--- src/rtl/bayer_demosaic_5x5_defines.svh ---
// Assertion macros shared by the demosaic RTL.
`ifndef BAYER_DEMOSAIC_5X5_DEFINES_SVH
`define BAYER_DEMOSAIC_5X5_DEFINES_SVH

// Check a condition at every clock edge outside reset.
`define BDM_ASSERT(label, cond, msg) \
    label: assert property (@(posedge clk) disable iff (!rst_n) (cond)) else $error(msg);

// Check that a condition in the next cycle follows from a condition now.
`define BDM_ASSERT_NEXT(label, ante, cons, msg) \
    label: assert property (@(posedge clk) disable iff (!rst_n) (ante) |=> (cons)) else $error(msg);

`endif

--- src/rtl/bdm_fifo.sv ---
// Small register queue with occupancy count.
`include "bayer_demosaic_5x5_defines.svh"

module bdm_fifo #(
    parameter int WIDTH = 8,
    parameter int DEPTH = 4
) (
    input  logic                           clk,
    input  logic                           rst_n,
    input  logic                           push,
    input  logic [WIDTH-1:0]               wdata,
    input  logic                           pop,
    output logic [WIDTH-1:0]               rdata,
    output logic                           empty,
    output logic [$clog2(DEPTH+1)-1:0]     count
);

    localparam int AW   = $clog2(DEPTH);
    localparam int CNTW = $clog2(DEPTH + 1);

    logic [WIDTH-1:0] store_reg [DEPTH];
    logic [AW-1:0]    wptr_reg;
    logic [AW-1:0]    rptr_reg;
    logic [CNTW-1:0]  count_reg;
    logic [CNTW-1:0]  count_next;

    // Write the tail entry
    always_ff @(posedge clk)
    begin
        if (push)
        begin
            store_reg[wptr_reg] <= wdata;
        end
    end

    // Track occupancy
    always_comb
    begin
        case ({push, pop})
            2'b10:   count_next = count_reg + 1'b1;
            2'b01:   count_next = count_reg - 1'b1;
            default: count_next = count_reg;
        endcase
    end

    // Advance pointers
    always_ff @(posedge clk or negedge rst_n)
    begin
        if (!rst_n)
        begin
            wptr_reg  <= '0;
            rptr_reg  <= '0;
            count_reg <= '0;
        end
        else
        begin
            if (push)
            begin
                wptr_reg <= wptr_reg + 1'b1;
            end
            if (pop)
            begin
                rptr_reg <= rptr_reg + 1'b1;
            end
            count_reg <= count_next;
        end
    end

    assign rdata = store_reg[rptr_reg];
    assign empty = (count_reg == '0);
    assign count = count_reg;

    `BDM_ASSERT(a_no_overflow, !(push && count_reg == CNTW'(DEPTH)), "push into a full queue")
    `BDM_ASSERT(a_no_underflow, !(pop && empty), "pop from an empty queue")
    `BDM_ASSERT_NEXT(a_count_up, push && !pop, count_reg == $past(count_reg) + 1'b1, "count lost a push")

endmodule

--- config.mk ---
export PLATFORM = sky130hd
export DESIGN_NAME = bdm_fifo
export DESIGN_NICKNAME = d
export VERILOG_FILES = /design/src/rtl/bdm_fifo.sv
export VERILOG_INCLUDE_DIRS = /design/src /design/src/rtl
export SDC_FILE = /design/constraint.sdc
export NUM_CORES = 1
export LEC_CHECK = 0
export ABC_CLOCK_PERIOD_IN_PS = 3350
export BUFFER_PORTS_ARGS = -buffer_cell sky130_fd_sc_hd__buf_2
export CAP_MARGIN = 30
export CELL_PAD_IN_SITES_DETAIL_PLACEMENT = 0
export CELL_PAD_IN_SITES_GLOBAL_PLACEMENT = 1
export CORE_ASPECT_RATIO = 0.75
export CORE_MARGIN = 4
export CORE_UTILIZATION = 44
export CTS_CLUSTER_DIAMETER = 60
export DETAILED_ROUTE_END_ITERATION = 10
export PLACE_DENSITY_LB_ADDON = 0.1
export SLEW_MARGIN = 0
export SYNTH_ARGS = -nofsm -noshare
export SYNTH_HDL_FRONTEND = slang
export SYNTH_SLANG_ARGS = --single-unit
--- constraint.sdc ---
create_clock -name clk -period 3.35 [get_ports clk]
set_input_delay 0.5025 -clock clk [delete_from_list [all_inputs] [get_ports clk]]
set_output_delay 0.5025 -clock clk [all_outputs]
set_load 0.01 [all_outputs]
### Word level (Yosys, flattened, before mapping)

Memories as Yosys holds them, arrays and structs flattened.
Index checks and enable logic that the tools add are counted.

* register bits after elaboration: 7
* input port bits: 12
* memories kept: 1
* RAM bits: 32
* word-level logic and storage cells: 15
* output and inout bits: 12
* latch bits: 0
* memory bits (read-only): 0

Memory list
* store_reg: words 4, bits a word 8, rd ports 1, clocked after Yosys merged registers in 0, write ports 1, line bdm_fifo.sv:21 `logic [WIDTH-1:0] store_reg [DEPTH];`

* order comparisons: 0
* multiply operators: 0
* bitwise operators: 0
* shift operators: 0
* equality and inequality tests: 2
* mux-type cells: 3
* reductions and logical operators: 2
* $add $sub $neg: 4
* divide/modulo/power cells: 0

Operators with widths (number)
* $pmux 3 s2: 1
* $add 2x1->2 const B: 2
* $add 3x1->3 const B: 1
* $logic_not 3->1: 1
* $sub 3x1->3 const B: 1
* $eq 2x1->1 const B: 1
* $eq 2x2->1 const B: 1
* $mux 1: 2
* $reduce_bool 2->1: 1

### Depth between registers and ports, before layout

* depth in word-level cells: 2
* depth in mapped cells: 7
* gate-level depth less buffers: 7

### Worst setup path before layout

Ideal clock, no wire load.

* path type: in2reg
* start point: input port push
* end point: register count_reg[2] (netlist: count[2])
* data arrival time: 1496 ps
* stages: 7
* slack: 1774 ps
* library setup time: 79 ps
* required time: 3271 ps
* path buffers: 0
* cell sequence: inv_1 > ha_1 > inv_1 > fa_1 > xor2_1 > nor2_1 > xor2_1

* cells in the longest elaborated chain, start to end: 2
* elaborated cells on any way between the ends: 4
* classes of those cells: eq/ne (2); mux (1); reduce/logical (1)

Ends and longest elaborated chain
* start: declaration: line bdm_fifo.sv:10 `input logic push,`
* $eq 2x1->1 or $eq 2x2->1 (tied branches): line bdm_fifo.sv:39 `case ({push, pop})`
* $pmux 3 s2 or $reduce_bool 2->1 (tied branches)
* end signal: assignment: line bdm_fifo.sv:65 `count_reg <= count_next;`
* end: declaration: line bdm_fifo.sv:24 `logic [CNTW-1:0] count_reg;`

Several ways; a longest one is shown, not always the timed one.
A chain may end at the register's enable or synchronous reset.

### Worst setup path after layout

* start point: register rptr_reg[0]
* end point: output port rdata[7]

* cells in the longest elaborated chain, start to end: 1

Ends and longest elaborated chain
* start: declaration: line bdm_fifo.sv:23 `logic [AW-1:0] rptr_reg;`
* start signal: assignment: line bdm_fifo.sv:63 `rptr_reg <= rptr_reg + 1'b1;`
* $mem_v2 4x8
* end: declaration: line bdm_fifo.sv:13 `output logic [WIDTH-1:0] rdata,`

No other way between the ends.

==> out/results.txt <==
The run finished with clean final reports. The power per unit of standard cell area was 845 nW/um^2; the placement-stage worst setup slack was 1350 ps. The required time at the endpoint of the critical path is 2850 ps. Summing all multi-input logic gate instances after layout gives 370 sq um.

For the max-slew violation count, the log shows 0. The net count after synthesis was 96; the number of antenna violations at the first check in global routing was 0. The headroom to the max-slew limit came out at 0.606. The logs give 39 for the sink count of the clock tree and 2 for the maximum count of clock buffers along a single path. The clock period could shrink to 2250 ps. Total grt overflow: 0. Among all flip-flop cells after synthesis, the most frequent one is edfxtp_1.

0 antenna diodes ended up in the layout. TritonCTS built the clock tree. Clock-pin slew was measured on the worst setup and hold paths at 70 ps. For the setup total negative slack, the log shows 0 ps. The residual antenna-violating net count after detailed routing is 0, and the number of enable-type register cells in the synthesized netlist is 32.

The fraction of post-synthesis cell area in the top cell type by area was 0.622; the fraction of final layout cells sized beyond drive strength 1 was 0.355. At the end of routability-driven placement, the weighted congestion stood at 0.656. Of all nets on the critical path, the largest fanout is 10. The worst path buffer plus inverter count was 1.

The routed layout has 732 vias. The logs give 761 for the via count of the first global-routing pass and 3990 um for the first-pass GRT wire length. From bottom edge to top edge, the die measures 59.3 um.

The area growth from synthesis to layout is 16.6%. The worst setup path is launched from a flip-flop. The sequential-to-total area share from yosys stat was 0.735.

Counting buffers and inverters, the worst setup path is 2 cells deep. Once the clock tree was built, the setup fixing pass inserted 0 buffers. Setup repair after global routing left no endpoint under its margin. For this run, the top clock speed supported by timing is 445 MHz. Clock tree synthesis selected as its root buffer the cell clkbuf_8. The critical path goes through mux4_2 -> buf_2.

The end-of-flow core utilization is 0.541, and the wire length after detailed routing is 2330 um. After the last flow step, the layout net total stands at 124. After detailed routing, the number of vias per cell comes to 4.98. The critical path start-end classification was flip-flop to output port.

The tools report the combined flip-flop and latch cell area as 1140 sq um. For the worst-skew pair, the clock arrives at the later sink with an insertion delay of 290 ps. The run gives 281 as the fill cell instance count of the final layout. The tools report the endpoint kind of the worst setup timing path as an output port.

The tools report the number of distinct library cell variants in the gate-level netlist after synthesis as 15. Sorting the synthesized cells by area gives the leading types as edfxtp_1 (62%), mux4_2 (12%), dfrtp_1 (11%). The number of clock buffers added by TritonCTS is 5. The design draws 1520 uW.

The average instance in the mapped netlist occupies 19.8 sq um. The proportion of synthesized flip-flops having asynchronous set or reset works out to 0.179. Sorting the synthesized cells by how often they occur yields edfxtp_1 (32), mux4_2 (8), dfrtp_1 (7).

Synthesis inferred 39 register bits. Remaining routing DRC violations: 0. Number of endpoints failing setup at the final stage: 0. The type of the worst min-delay path is primary input to async pin. The run gives 4530 sq um as the full die area. For the pin with the worst max-slew slack, the measured transition is 591 ps. The run gives 6.87 ps as the final clock skew.

The total core area is 3330 sq um. The flip-flop count of the largest register, all copies and words added was 32. For the number of standard cells after synthesis, the log shows 78. Critical-path cell with the highest stage delay: dfrtp_1. Dividing the detail-routed wire length by the instance count gives 15.9 um.

The max-cap violation count was 0. For the total placed instance area, the log shows 1690 sq um. The cell row count was 18. Data arrives at the worst endpoint at 1740 ps. Entering global routing, the biggest net connects 13 pins. The first detailed-routing pass took 4 iterations.

Measured along the x axis, the die boundary spans 76.4 um. The number of warnings printed during yosys synthesis came out at 0. The dominant cell type by area after synthesis is edfxtp_1. Final cell area excluding filler cells: 1800 sq um. Cell area after synthesis: 1550 sq um.

For the hold buffer count at CTS, the log shows 0. The detailed router finished its first iteration with 70 violations. The worst supply voltage drop on vdd is 0.000337 V, and the overall routing resource usage is 0.123. Broken down by cell family, the worst path's largest delay share belongs to flip-flops. The fraction of the cycle the final worst path needs was 0.670. Summed over all cells, the static leakage comes to 0.000694 uW. The detailed-placement wirelength estimate was 1640 um; the critical path's largest stage delay was 720 ps. The number of port buffers was 23.

In this run the number of H-tree levels came out at 2. The most repeated cell in the gate-level netlist after synthesis was edfxtp_1. In the post-route analysis, the smallest setup slack over all paths is 1100 ps. For the I/O pin total, the log shows 24.

The logs give 0.464 for the effective utilization at floorplan and 0 for the number of hold violations in the final report. The run gives 0 as the number of gates given a new drive strength after cts. The worst register-to-register path has a depth of 5.
## metal layers
| metal | vias to the layer above | GRT usage | part of all wire |
|---|---|---|---|
| li1 | 344 | - | - |
| met1 | 361 | 0.153 | 0.45 |
| met2 | 21 | 0.188 | 0.46 |
| met3 | 6 | 0.0502 | 0.064 |
| met4 | 0 | 0.0698 | 0.025 |
| met5 | - | 0 | 0 |
## report_power, final
part | leakage [uW] | switching [uW] | internal, uW
logic | 0.000262 | 188 | 213
clock network | 0.0000556 | 151 | 218
registers | 0.000377 | 102 | 649
total | 0.000694 | 442 | 1080
## cells by family after synthesis
group                    Yosys count  synth area share
AND/OR/NAND/NOR                    9            0.0291
XOR/XNOR                           6            0.0340
multiplexers                       8             0.117
AO/OA/AOI/OAI                      2           0.00648
adder cells (fa/ha/maj)            6            0.0534
buffers and inverters              8            0.0251
flip-flops                        39             0.735
## area by class of cell
cell class                 instances  share of cell area
multi-input combinational         31               0.206
clock inverter                     3              0.0215
tap                               40              0.0278
inverter                           6              0.0125
sequential                        39               0.631
timing repair buffer              23              0.0639
clock buffer                       5              0.0382
## layout by cell type (no fill, tap or decap)
| master | netlist | routed |
|---|---|---|
| mux4_2 | 8 | 8 |
| xnor2_1 | 2 | 2 |
| fa_1 | 1 | 1 |
| edfxtp_1 | 32 | 32 |
| clkinv_1 | 0 | 1 |
| bufinv_16 | 0 | 1 |
| buf_2 | 1 | 23 |
| clkinv_2 | 0 | 1 |
| xor2_1 | 4 | 4 |
| ha_1 | 5 | 5 |
| nor2_1 | 1 | 1 |
| clkbuf_8 | 0 | 5 |
| inv_1 | 6 | 6 |
| o21ai_0 | 2 | 2 |
| dfrtp_1 | 7 | 7 |
| nor3_1 | 1 | 1 |
| and2_1 | 4 | 4 |
| nand2_1 | 3 | 3 |
## metrics by stage
step / std cells / hold slack, ps
after floorplan: 78 / 207
after global placement: 139 / 345
after detailed placement: 139 / 349
after CTS: 147 / 37.4
after global routing: 147 / 38.6
final: 147 / 42.4
## path summary, 6_finish.rpt
path / startpoint / endpoint / slack [ps]
worst max-delay path: rptr_reg[0]$_DFFE_PN0P_ / rdata[7] / 1100
worst min-delay path: rst_n / wptr_reg[1]$_DFFE_PN0P_ / 40
worst max register to register: count[0]$_DFFE_PN0P_ / count[2]$_DFFE_PN0P_ / 1910
worst min register to register: count[2]$_DFFE_PN0P_ / count[2]$_DFFE_PN0P_ / 490
max in group asynchronous: rst_n / count[2]$_DFFE_PN0P_ / 3150
min in group clk: pop / rptr_reg[0]$_DFFE_PN0P_ / 420
Note: power is estimated with default switching activity, not from simulation.
