## config.mk

```make
export PLATFORM = sky130hd
export DESIGN_NAME = bdm_back
export DESIGN_NICKNAME = d
export VERILOG_FILES = /design/src/rtl/bayer_demosaic_5x5_defines.svh /design/src/rtl/bdm_pkg.sv /design/src/rtl/bdm_back.sv
export SDC_FILE = /design/constraint.sdc
export NUM_CORES = 1
export LEC_CHECK = 0
export BUFFER_PORTS_ARGS = -buffer_cell sky130_fd_sc_hd__buf_2
export CAP_MARGIN = 20
export CORE_MARGIN = 8
export CORE_UTILIZATION = 30
export CTS_CLUSTER_DIAMETER = 100
export DETAILED_ROUTE_END_ITERATION = 8
export GPL_TIMING_DRIVEN = 0
export PLACE_DENSITY = 0.52
export RECOVER_POWER = 50
export SYNTH_ARGS = -nofsm -noshare
export SYNTH_HDL_FRONTEND = slang
export SYNTH_SLANG_ARGS = --single-unit
```

## constraint.sdc

```tcl
create_clock -name clk -period 4 [get_ports clk]
set_input_delay 0.2 -clock clk [delete_from_list [all_inputs] [get_ports clk]]
set_output_delay 0.2 -clock clk [all_outputs]
set_load 0.1 [all_outputs]
```

## src/rtl/bayer_demosaic_5x5_defines.svh

```systemverilog
// Assertion macros shared by the demosaic RTL.
`ifndef BAYER_DEMOSAIC_5X5_DEFINES_SVH
`define BAYER_DEMOSAIC_5X5_DEFINES_SVH

// Check a condition at every clock edge outside reset.
`define BDM_ASSERT(label, cond, msg) \
    label: assert property (@(posedge clk) disable iff (!rst_n) (cond)) else $error(msg);

// Check that a condition in the next cycle follows from a condition now.
`define BDM_ASSERT_NEXT(label, ante, cons, msg) \
    label: assert property (@(posedge clk) disable iff (!rst_n) (ante) |=> (cons)) else $error(msg);

`endif

```

## src/rtl/bdm_pkg.sv

```systemverilog
// Shared types and constants of the Bayer demosaic block.
package bdm_pkg;

    // Configuration port
    localparam int CFG_BITS       = 12;
    localparam int CFG_INDEX_BITS = 2;
    localparam logic [CFG_INDEX_BITS-1:0] REG_IMAGE_WIDTH  = 2'd0;
    localparam logic [CFG_INDEX_BITS-1:0] REG_IMAGE_HEIGHT = 2'd1;

    localparam int WIDTH_RESET  = 640;
    localparam int HEIGHT_RESET = 480;
    localparam int MAX_HEIGHT   = 2048;
    localparam int ROW_BITS     = 12;

    // Line stores and window
    localparam int LINE_BANKS = 4;
    localparam int WIN_SIZE   = 5;

    // Window taps carried from front to back end
    localparam int NUM_TAPS = 13;
    localparam int TAP_C    = 0;
    localparam int TAP_N1   = 1;
    localparam int TAP_S1   = 2;
    localparam int TAP_W1   = 3;
    localparam int TAP_E1   = 4;
    localparam int TAP_N2   = 5;
    localparam int TAP_S2   = 6;
    localparam int TAP_W2   = 7;
    localparam int TAP_E2   = 8;
    localparam int TAP_NW   = 9;
    localparam int TAP_NE   = 10;
    localparam int TAP_SW   = 11;
    localparam int TAP_SE   = 12;

    // Queue depths
    localparam int MID_DEPTH = 8;
    localparam int OUT_DEPTH = 4;

    // Site class and framing marks of one interior pixel
    typedef struct packed {
        logic odd_row;
        logic odd_col;
        logic end_of_row;
        logic end_of_frame;
    } bdm_tag_t;

endpackage

```

## src/rtl/bdm_back.sv

```systemverilog
// Back end: Malvar-He-Cutler kernel sums, scaling, saturation and colour selection.
module bdm_back #(
    parameter int PIXEL_BITS = 8
) (
    input  logic                                       clk,
    input  logic                                       rst_n,
    input  logic                                       load,
    input  logic [bdm_pkg::NUM_TAPS*PIXEL_BITS-1:0]    taps,
    input  bdm_pkg::bdm_tag_t                          tag,
    output logic                                       res_valid,
    output logic [PIXEL_BITS-1:0]                      red,
    output logic [PIXEL_BITS-1:0]                      green,
    output logic [PIXEL_BITS-1:0]                      blue,
    output logic                                       end_of_row,
    output logic                                       end_of_frame,
    output logic                                       busy
);

    import bdm_pkg::*;

    // Sums span -12 to +28 times the full-scale sample
    localparam int SW = PIXEL_BITS + 6;

    logic signed [SW-1:0] c, n1, s1, w1, e1, n2, s2, w2, e2, nw, ne, sw, se;
    logic signed [SW-1:0] g_rb_sum, horiz_sum, vert_sum, diag_sum;

    logic                  a_valid_reg;
    logic signed [SW-1:0]  g_rb_reg;
    logic signed [SW-1:0]  horiz_reg;
    logic signed [SW-1:0]  vert_reg;
    logic signed [SW-1:0]  diag_reg;
    logic [PIXEL_BITS-1:0] centre_reg;
    bdm_tag_t              tag_reg;

    logic [PIXEL_BITS-1:0] g_rb_px, horiz_px, vert_px, diag_px;

    function automatic logic signed [SW-1:0] tap(input logic [NUM_TAPS*PIXEL_BITS-1:0] t,
                                                 input int idx);
        return signed'(SW'(t[idx*PIXEL_BITS +: PIXEL_BITS]));
    endfunction

    // Divide by 16 with floor, then saturate to the pixel range
    function automatic logic [PIXEL_BITS-1:0] finish(input logic signed [SW-1:0] s);
        logic [PIXEL_BITS-1:0] q;
        if (s[SW-1])
        begin
            q = '0;
        end
        else if (s[PIXEL_BITS+4])
        begin
            q = '1;
        end
        else
        begin
            q = s[PIXEL_BITS+3:4];
        end
        return q;
    endfunction

    // Unpack taps
    always_comb
    begin
        c  = tap(taps, TAP_C);
        n1 = tap(taps, TAP_N1);
        s1 = tap(taps, TAP_S1);
        w1 = tap(taps, TAP_W1);
        e1 = tap(taps, TAP_E1);
        n2 = tap(taps, TAP_N2);
        s2 = tap(taps, TAP_S2);
        w2 = tap(taps, TAP_W2);
        e2 = tap(taps, TAP_E2);
        nw = tap(taps, TAP_NW);
        ne = tap(taps, TAP_NE);
        sw = tap(taps, TAP_SW);
        se = tap(taps, TAP_SE);
    end

    // Kernel sums with doubled coefficients
    always_comb
    begin
        g_rb_sum  = SW'(8 * c + 4 * (n1 + s1 + w1 + e1) - 2 * (n2 + s2 + w2 + e2));
        horiz_sum = SW'(10 * c + 8 * (w1 + e1) - 2 * (w2 + e2)
                        - 2 * (nw + ne + sw + se) + (n2 + s2));
        vert_sum  = SW'(10 * c + 8 * (n1 + s1) - 2 * (n2 + s2)
                        - 2 * (nw + ne + sw + se) + (w2 + e2));
        diag_sum  = SW'(12 * c + 4 * (nw + ne + sw + se) - 3 * (n2 + s2 + w2 + e2));
    end

    // Register the sums
    always_ff @(posedge clk or negedge rst_n)
    begin
        if (!rst_n)
        begin
            a_valid_reg <= 1'b0;
        end
        else
        begin
            a_valid_reg <= load;
        end
    end

    always_ff @(posedge clk)
    begin
        if (load)
        begin
            g_rb_reg   <= g_rb_sum;
            horiz_reg  <= horiz_sum;
            vert_reg   <= vert_sum;
            diag_reg   <= diag_sum;
            centre_reg <= taps[TAP_C*PIXEL_BITS +: PIXEL_BITS];
            tag_reg    <= tag;
        end
    end

    // Scale and select colours by site parity
    always_comb
    begin
        g_rb_px  = finish(g_rb_reg);
        horiz_px = finish(horiz_reg);
        vert_px  = finish(vert_reg);
        diag_px  = finish(diag_reg);

        if (!tag_reg.odd_row && !tag_reg.odd_col)
        begin
            red   = centre_reg;
            green = g_rb_px;
            blue  = diag_px;
        end
        else if (tag_reg.odd_row && tag_reg.odd_col)
        begin
            red   = diag_px;
            green = g_rb_px;
            blue  = centre_reg;
        end
        else if (!tag_reg.odd_row)
        begin
            red   = horiz_px;
            green = centre_reg;
            blue  = vert_px;
        end
        else
        begin
            red   = vert_px;
            green = centre_reg;
            blue  = horiz_px;
        end
    end

    assign res_valid    = a_valid_reg;
    assign end_of_row   = tag_reg.end_of_row;
    assign end_of_frame = tag_reg.end_of_frame;
    assign busy         = a_valid_reg;

endmodule

```

* Yosys cells after proc, flatten, opt, wreduce, memory -nomap -nowiden *
Cells that the tools add are included.

word-level totals
  word-level logic and storage cells = 56
  flip-flop bits (word level) = 69
  bits of input ports = 111
  output and inout port bits = 28

cells by class
  reduce and logical (&&, ||, !) cells = 4
  mux-type cells = 16
  $mul = 3
  $add $sub $neg = 23

operator list
  operator               number
  $mux 8                 16
  $add 8x8->9            5
  $sub 14x13->14         3
  $add 10x8->11          3
  $add 9x8->10           3
  $add 12x12->13         2
  $add 12x13->14         1
  $add 12x14->14         1
  $add 14x10->14         1
  $add 14x14->14         1
  $sub 13x10->14         1
  $sub 14x11->14         1
  $sub 14x14->14         1
  $mul 2x11->13 const A  1
  $mul 3x8->11 const A   1
  $mul 2x8->10 const A   1
  $logic_and 1x1->1      2
  $logic_not 1->1        2

* Longest topological paths before layout *
  depth in word-level cells = 5
  gate-level depth with buffers = 27
  depth with buffers taken out = 27

* Worst setup path after synthesis *
Ideal clock, no wire load.

  path type = input -> register
  start point = input port taps[73] (netlist bit)
  end point = register vert_reg[13] (data pin)
  data arrival time = 5,852 ps
  path buffers = 0
  cell stages on the path = 23
  setup time = 258 ps
  data required time = 3,742 ps
  path slack = -2,109 ps
  path through = inv_1 -> fa_1 -> inv_1 -> fa_1 -> ha_1 -> fa_1 -> a21o_1 -> a21oi_1 -> o21bai_1 -> a21oi_1 -> xor2_1 -> fa_1 -> fa_1 -> inv_1 -> fa_1 -> inv_1 -> ha_1 -> nor2b_1 -> a41o_1 -> o221a_1 -> o21a_1 -> nor2_2 -> xnor2_1

between the ends
  cells in the longest elaborated chain, start to end = 5

ends and longest elaborated chain
  item                    RTL line         RTL
  start: declaration      bdm_back.sv:8    input logic [bdm_pkg::NUM_TAPS*PIXEL_BITS-1:0] taps,
  $add 8x8->9             bdm_back.sv:85   - 2 * (nw + ne + sw + se) + (w2 + e2));
  $add 9x8->10            bdm_back.sv:85
  $add 10x8->11           bdm_back.sv:85
  $sub 14x13->14          bdm_back.sv:85
  $add 14x10->14          bdm_back.sv:85
  named net vert_sum[13]  bdm_back.sv:25   logic signed [SW-1:0] g_rb_sum, horiz_sum, vert_sum, diag_sum;
  end signal: assignment  bdm_back.sv:108  vert_reg <= vert_sum;
  end: declaration        bdm_back.sv:30   logic signed [SW-1:0] vert_reg;

The timed path passes the listed nets, and every way through them passes these cells.
A chain may end at the register's enable or synchronous reset.

* Worst setup path after layout *
Same ends and word-level chain as after synthesis.

==> impl_results.md <==
- Status: finished with violations
- Failing checks: max-capacitance violations, max-slew violations, negative setup slack
- Mapped cell area: 0.00934 sq mm
- Highest clock rate: 0.181 GHz
- Worst path arrival time: 5.57 ns
- Final core occ: 0.406
- Fillers: 3,027
- First-pass GRT wire length: 39,100 um
- Headroom to the max-slew limit: -0.420
- Reg clk slew, reported paths: 0.08 ns
- Htree depth: 2
- Antenna Cells: 0
- Setup crit start: taps[73]
- CTS max path bufs: 2
- Critical path class: primary input to flip-flop
- Gpl congestion: 0.831
- Top_reg_cell synth: edfxtp_1
- Port Buf Inserts: 138
- Final ANT Viol Nets: 0
- CP Capture Type: flip-flop
- Wirelength, routed: 25,000 um
- RSZ-0062 raised after global routing: yes
- Initial antenna violation count: 1
- Vias in the first global route: 7,652
- Final Max Tran Viols: 42
- Max FO, Critical Path: 3
- WP data required: 4.04 ns
- DR WL/cell: 15.7 um
- Number of flops mapped to enable cells by yosys: 52
- Nets@finish: 1,559
- # Max-Cap Violations: 1
- CTS sink count: 53
- Drt drc: 0
- Core area: 0.0307 sq mm
- Starting Density: 0.305
- Mapped Nets: 1,357
- I/O pin cnt: 139
- Syn avg cell area: 9.37 sq um
- Iter 0 DRT Violations: 181
- Final Critical Period: 5.52 ns
- Period utilization: 1.38
- Top cell type's share of synthesized area: 0.216
- TritonRoute pass-1 iters: 4
- Total CTS buffers: 5
- Synth warn: 0
- CTS tree: done
- Final setup violation count: 38
- Final Hold Viols: 0
- Gate Count Post-Synth: 997
- Row count: 64
- Total congestion overflow: 0
- Most frequent cells in the layout: inv_1 (173), buf_2 (126), ha_1 (116)
- Vias/cell: 4.61
- Fin worst setup slack: -1.52 ns
- Full die area: 0.0370 sq mm
- Largest net degree at the start of global routing: 42
- Worst hold start: tag[2]
- Commonest non-fill, non-tap cell in the layout: inv_1
- Die Span Y: 192 um
- DP Wirelength: 21,600 um
- Die Span X: 192 um
- Root Buffer: clkbuf_16
- Area grow syn2layout: 33.3%
- Async S/R FF share, synth: 0.0189
- Worst hold path type: primary input to flip-flop
- Fraction of layout cells with a size suffix above 1: 0.334
- Seq/Total Area, Yosys: 0.170
- Most area-hungry cell type in the Yosys netlist: fa_1
- Detailed-route via count: 7,361
- Critical Path Source Type: primary input
- Cell variety after synth: 51
- Synthesized flop and latch total: 53
- GRT Overall Usage: 0.134
- Slew at the pin closest to its max-slew limit: 2.13 ns
- Top post-synthesis cells by area: fa_1 (22%), ha_1 (20%), edfxtp_1 (17%), inv_1 (7.9%), xnor2_1 (5.9%)
per-layer routing:
| metal | GRT usage | routed length, um | up-vias |
|---|---|---|---|
| li1 | - | - | 3713 |
| met1 | 0.179 | 11800 | 3506 |
| met2 | 0.232 | 12000 | 123 |
| met3 | 0.0164 | 885 | 17 |
| met4 | 0.0214 | 262 | 2 |
| met5 | 0 | 8 | - |
through the flow:
stage / TNS [ns] / hold WS, ns / worst slack (ns) / cell area, sq um / instances
floorplan: -25.43 / -0.0956 / -1.61 / 9700 / 997
finish: -28.40 / 0.0741 / -1.52 / 12500 / 1596
detailed placement: -51.24 / -0.0242 / -2.25 / 10900 / 1532
global placement: -50.45 / -0.0257 / -2.22 / 10900 / 1531
CTS: -26.07 / 0.0638 / -1.54 / 11900 / 1579
global route: -35.03 / 0.0630 / -1.73 / 12500 / 1596
timing repair:
| item | 4_1_cts | 5_1_grt |
|---|---|---|
| setup buffers | 38 | 19 |
| hold endpoints to repair | 1 | 0 |
| resized for setup | 110 | 94 |
| hold buffers | 1 | 0 |
| endpoints found under the setup margin | 38 | 38 |
| gates cloned | 0 | 0 |
| pin swaps | 94 | 66 |
cells by family (layout without fill, tap and decap cells):
logic type      after synthesis  in the layout  synth area share
compound gates              216            216             0.151
xor+xnor                     90             90            0.0844
fa+ha+maj                   249            249             0.415
buf+inv                     212            415            0.0856
flops                        53             53             0.170
mux                           4              4           0.00964
simple gates                173            173            0.0853
path summary, 6_finish.rpt:
kind,end,slack [ns],depth (start not counted)
max,vert_reg[13],-1.52,22
min,tag_reg[2],0.07,1
max in group asynchronous,busy,3.73,2
min in group asynchronous,busy,0.19,2
worst max-delay path, cell delays in order:
cell     delay [ns]
buf_8          0.08
inv_8          0.02
fa_1           0.54
inv_2          0.04
fa_2           0.43
ha_4           0.19
fa_2           0.38
buf_4          0.14
buf_4          0.14
xor2_4         0.16
fa_1           0.47
fa_2           0.49
fa_1           0.51
inv_2          0.05
ha_4           0.15
or3_4          0.38
o221a_4        0.25
a41o_1         0.23
o221a_1        0.27
o21a_1         0.20
nor2_2         0.15
xnor2_2        0.11
layout make-up:
type	instances	area, sq um	area share
flip-flops and latches	53	1590	0.127
plain buffers	14	56.3	0.00452
well taps	396	495	0.0398
inverters	198	751	0.0603
repair buffers	195	1210	0.0976
clock buffers	5	125	0.0100
multi-input cells	732	8190	0.658
clock inverters	3	28.8	0.00231
cell usage after synthesis, types with 2 or more instances:
library cell	number
o21ai_0	40
xnor2_1	63
nor3_1	16
o31ai_1	9
mux4_2	4
and4b_1	2
nand2_1	35
clkbuf_1	8
and2_1	2
nand2b_1	13
ha_1	148
xor2_1	27
a31oi_1	8
edfxtp_1	52
a21oi_1	63
inv_1	197
nand3_1	2
a21o_1	26
or3_1	5
fa_1	101
o21bai_1	31
nor2_1	77
a22o_1	6
a211oi_1	9
o21a_1	10
buf_1	5
a21boi_0	3
nor2b_1	12
Power is left out: the tool's default activity adds up to more than one toggle a clock period on the data nets, which glitch-free logic cannot reach.
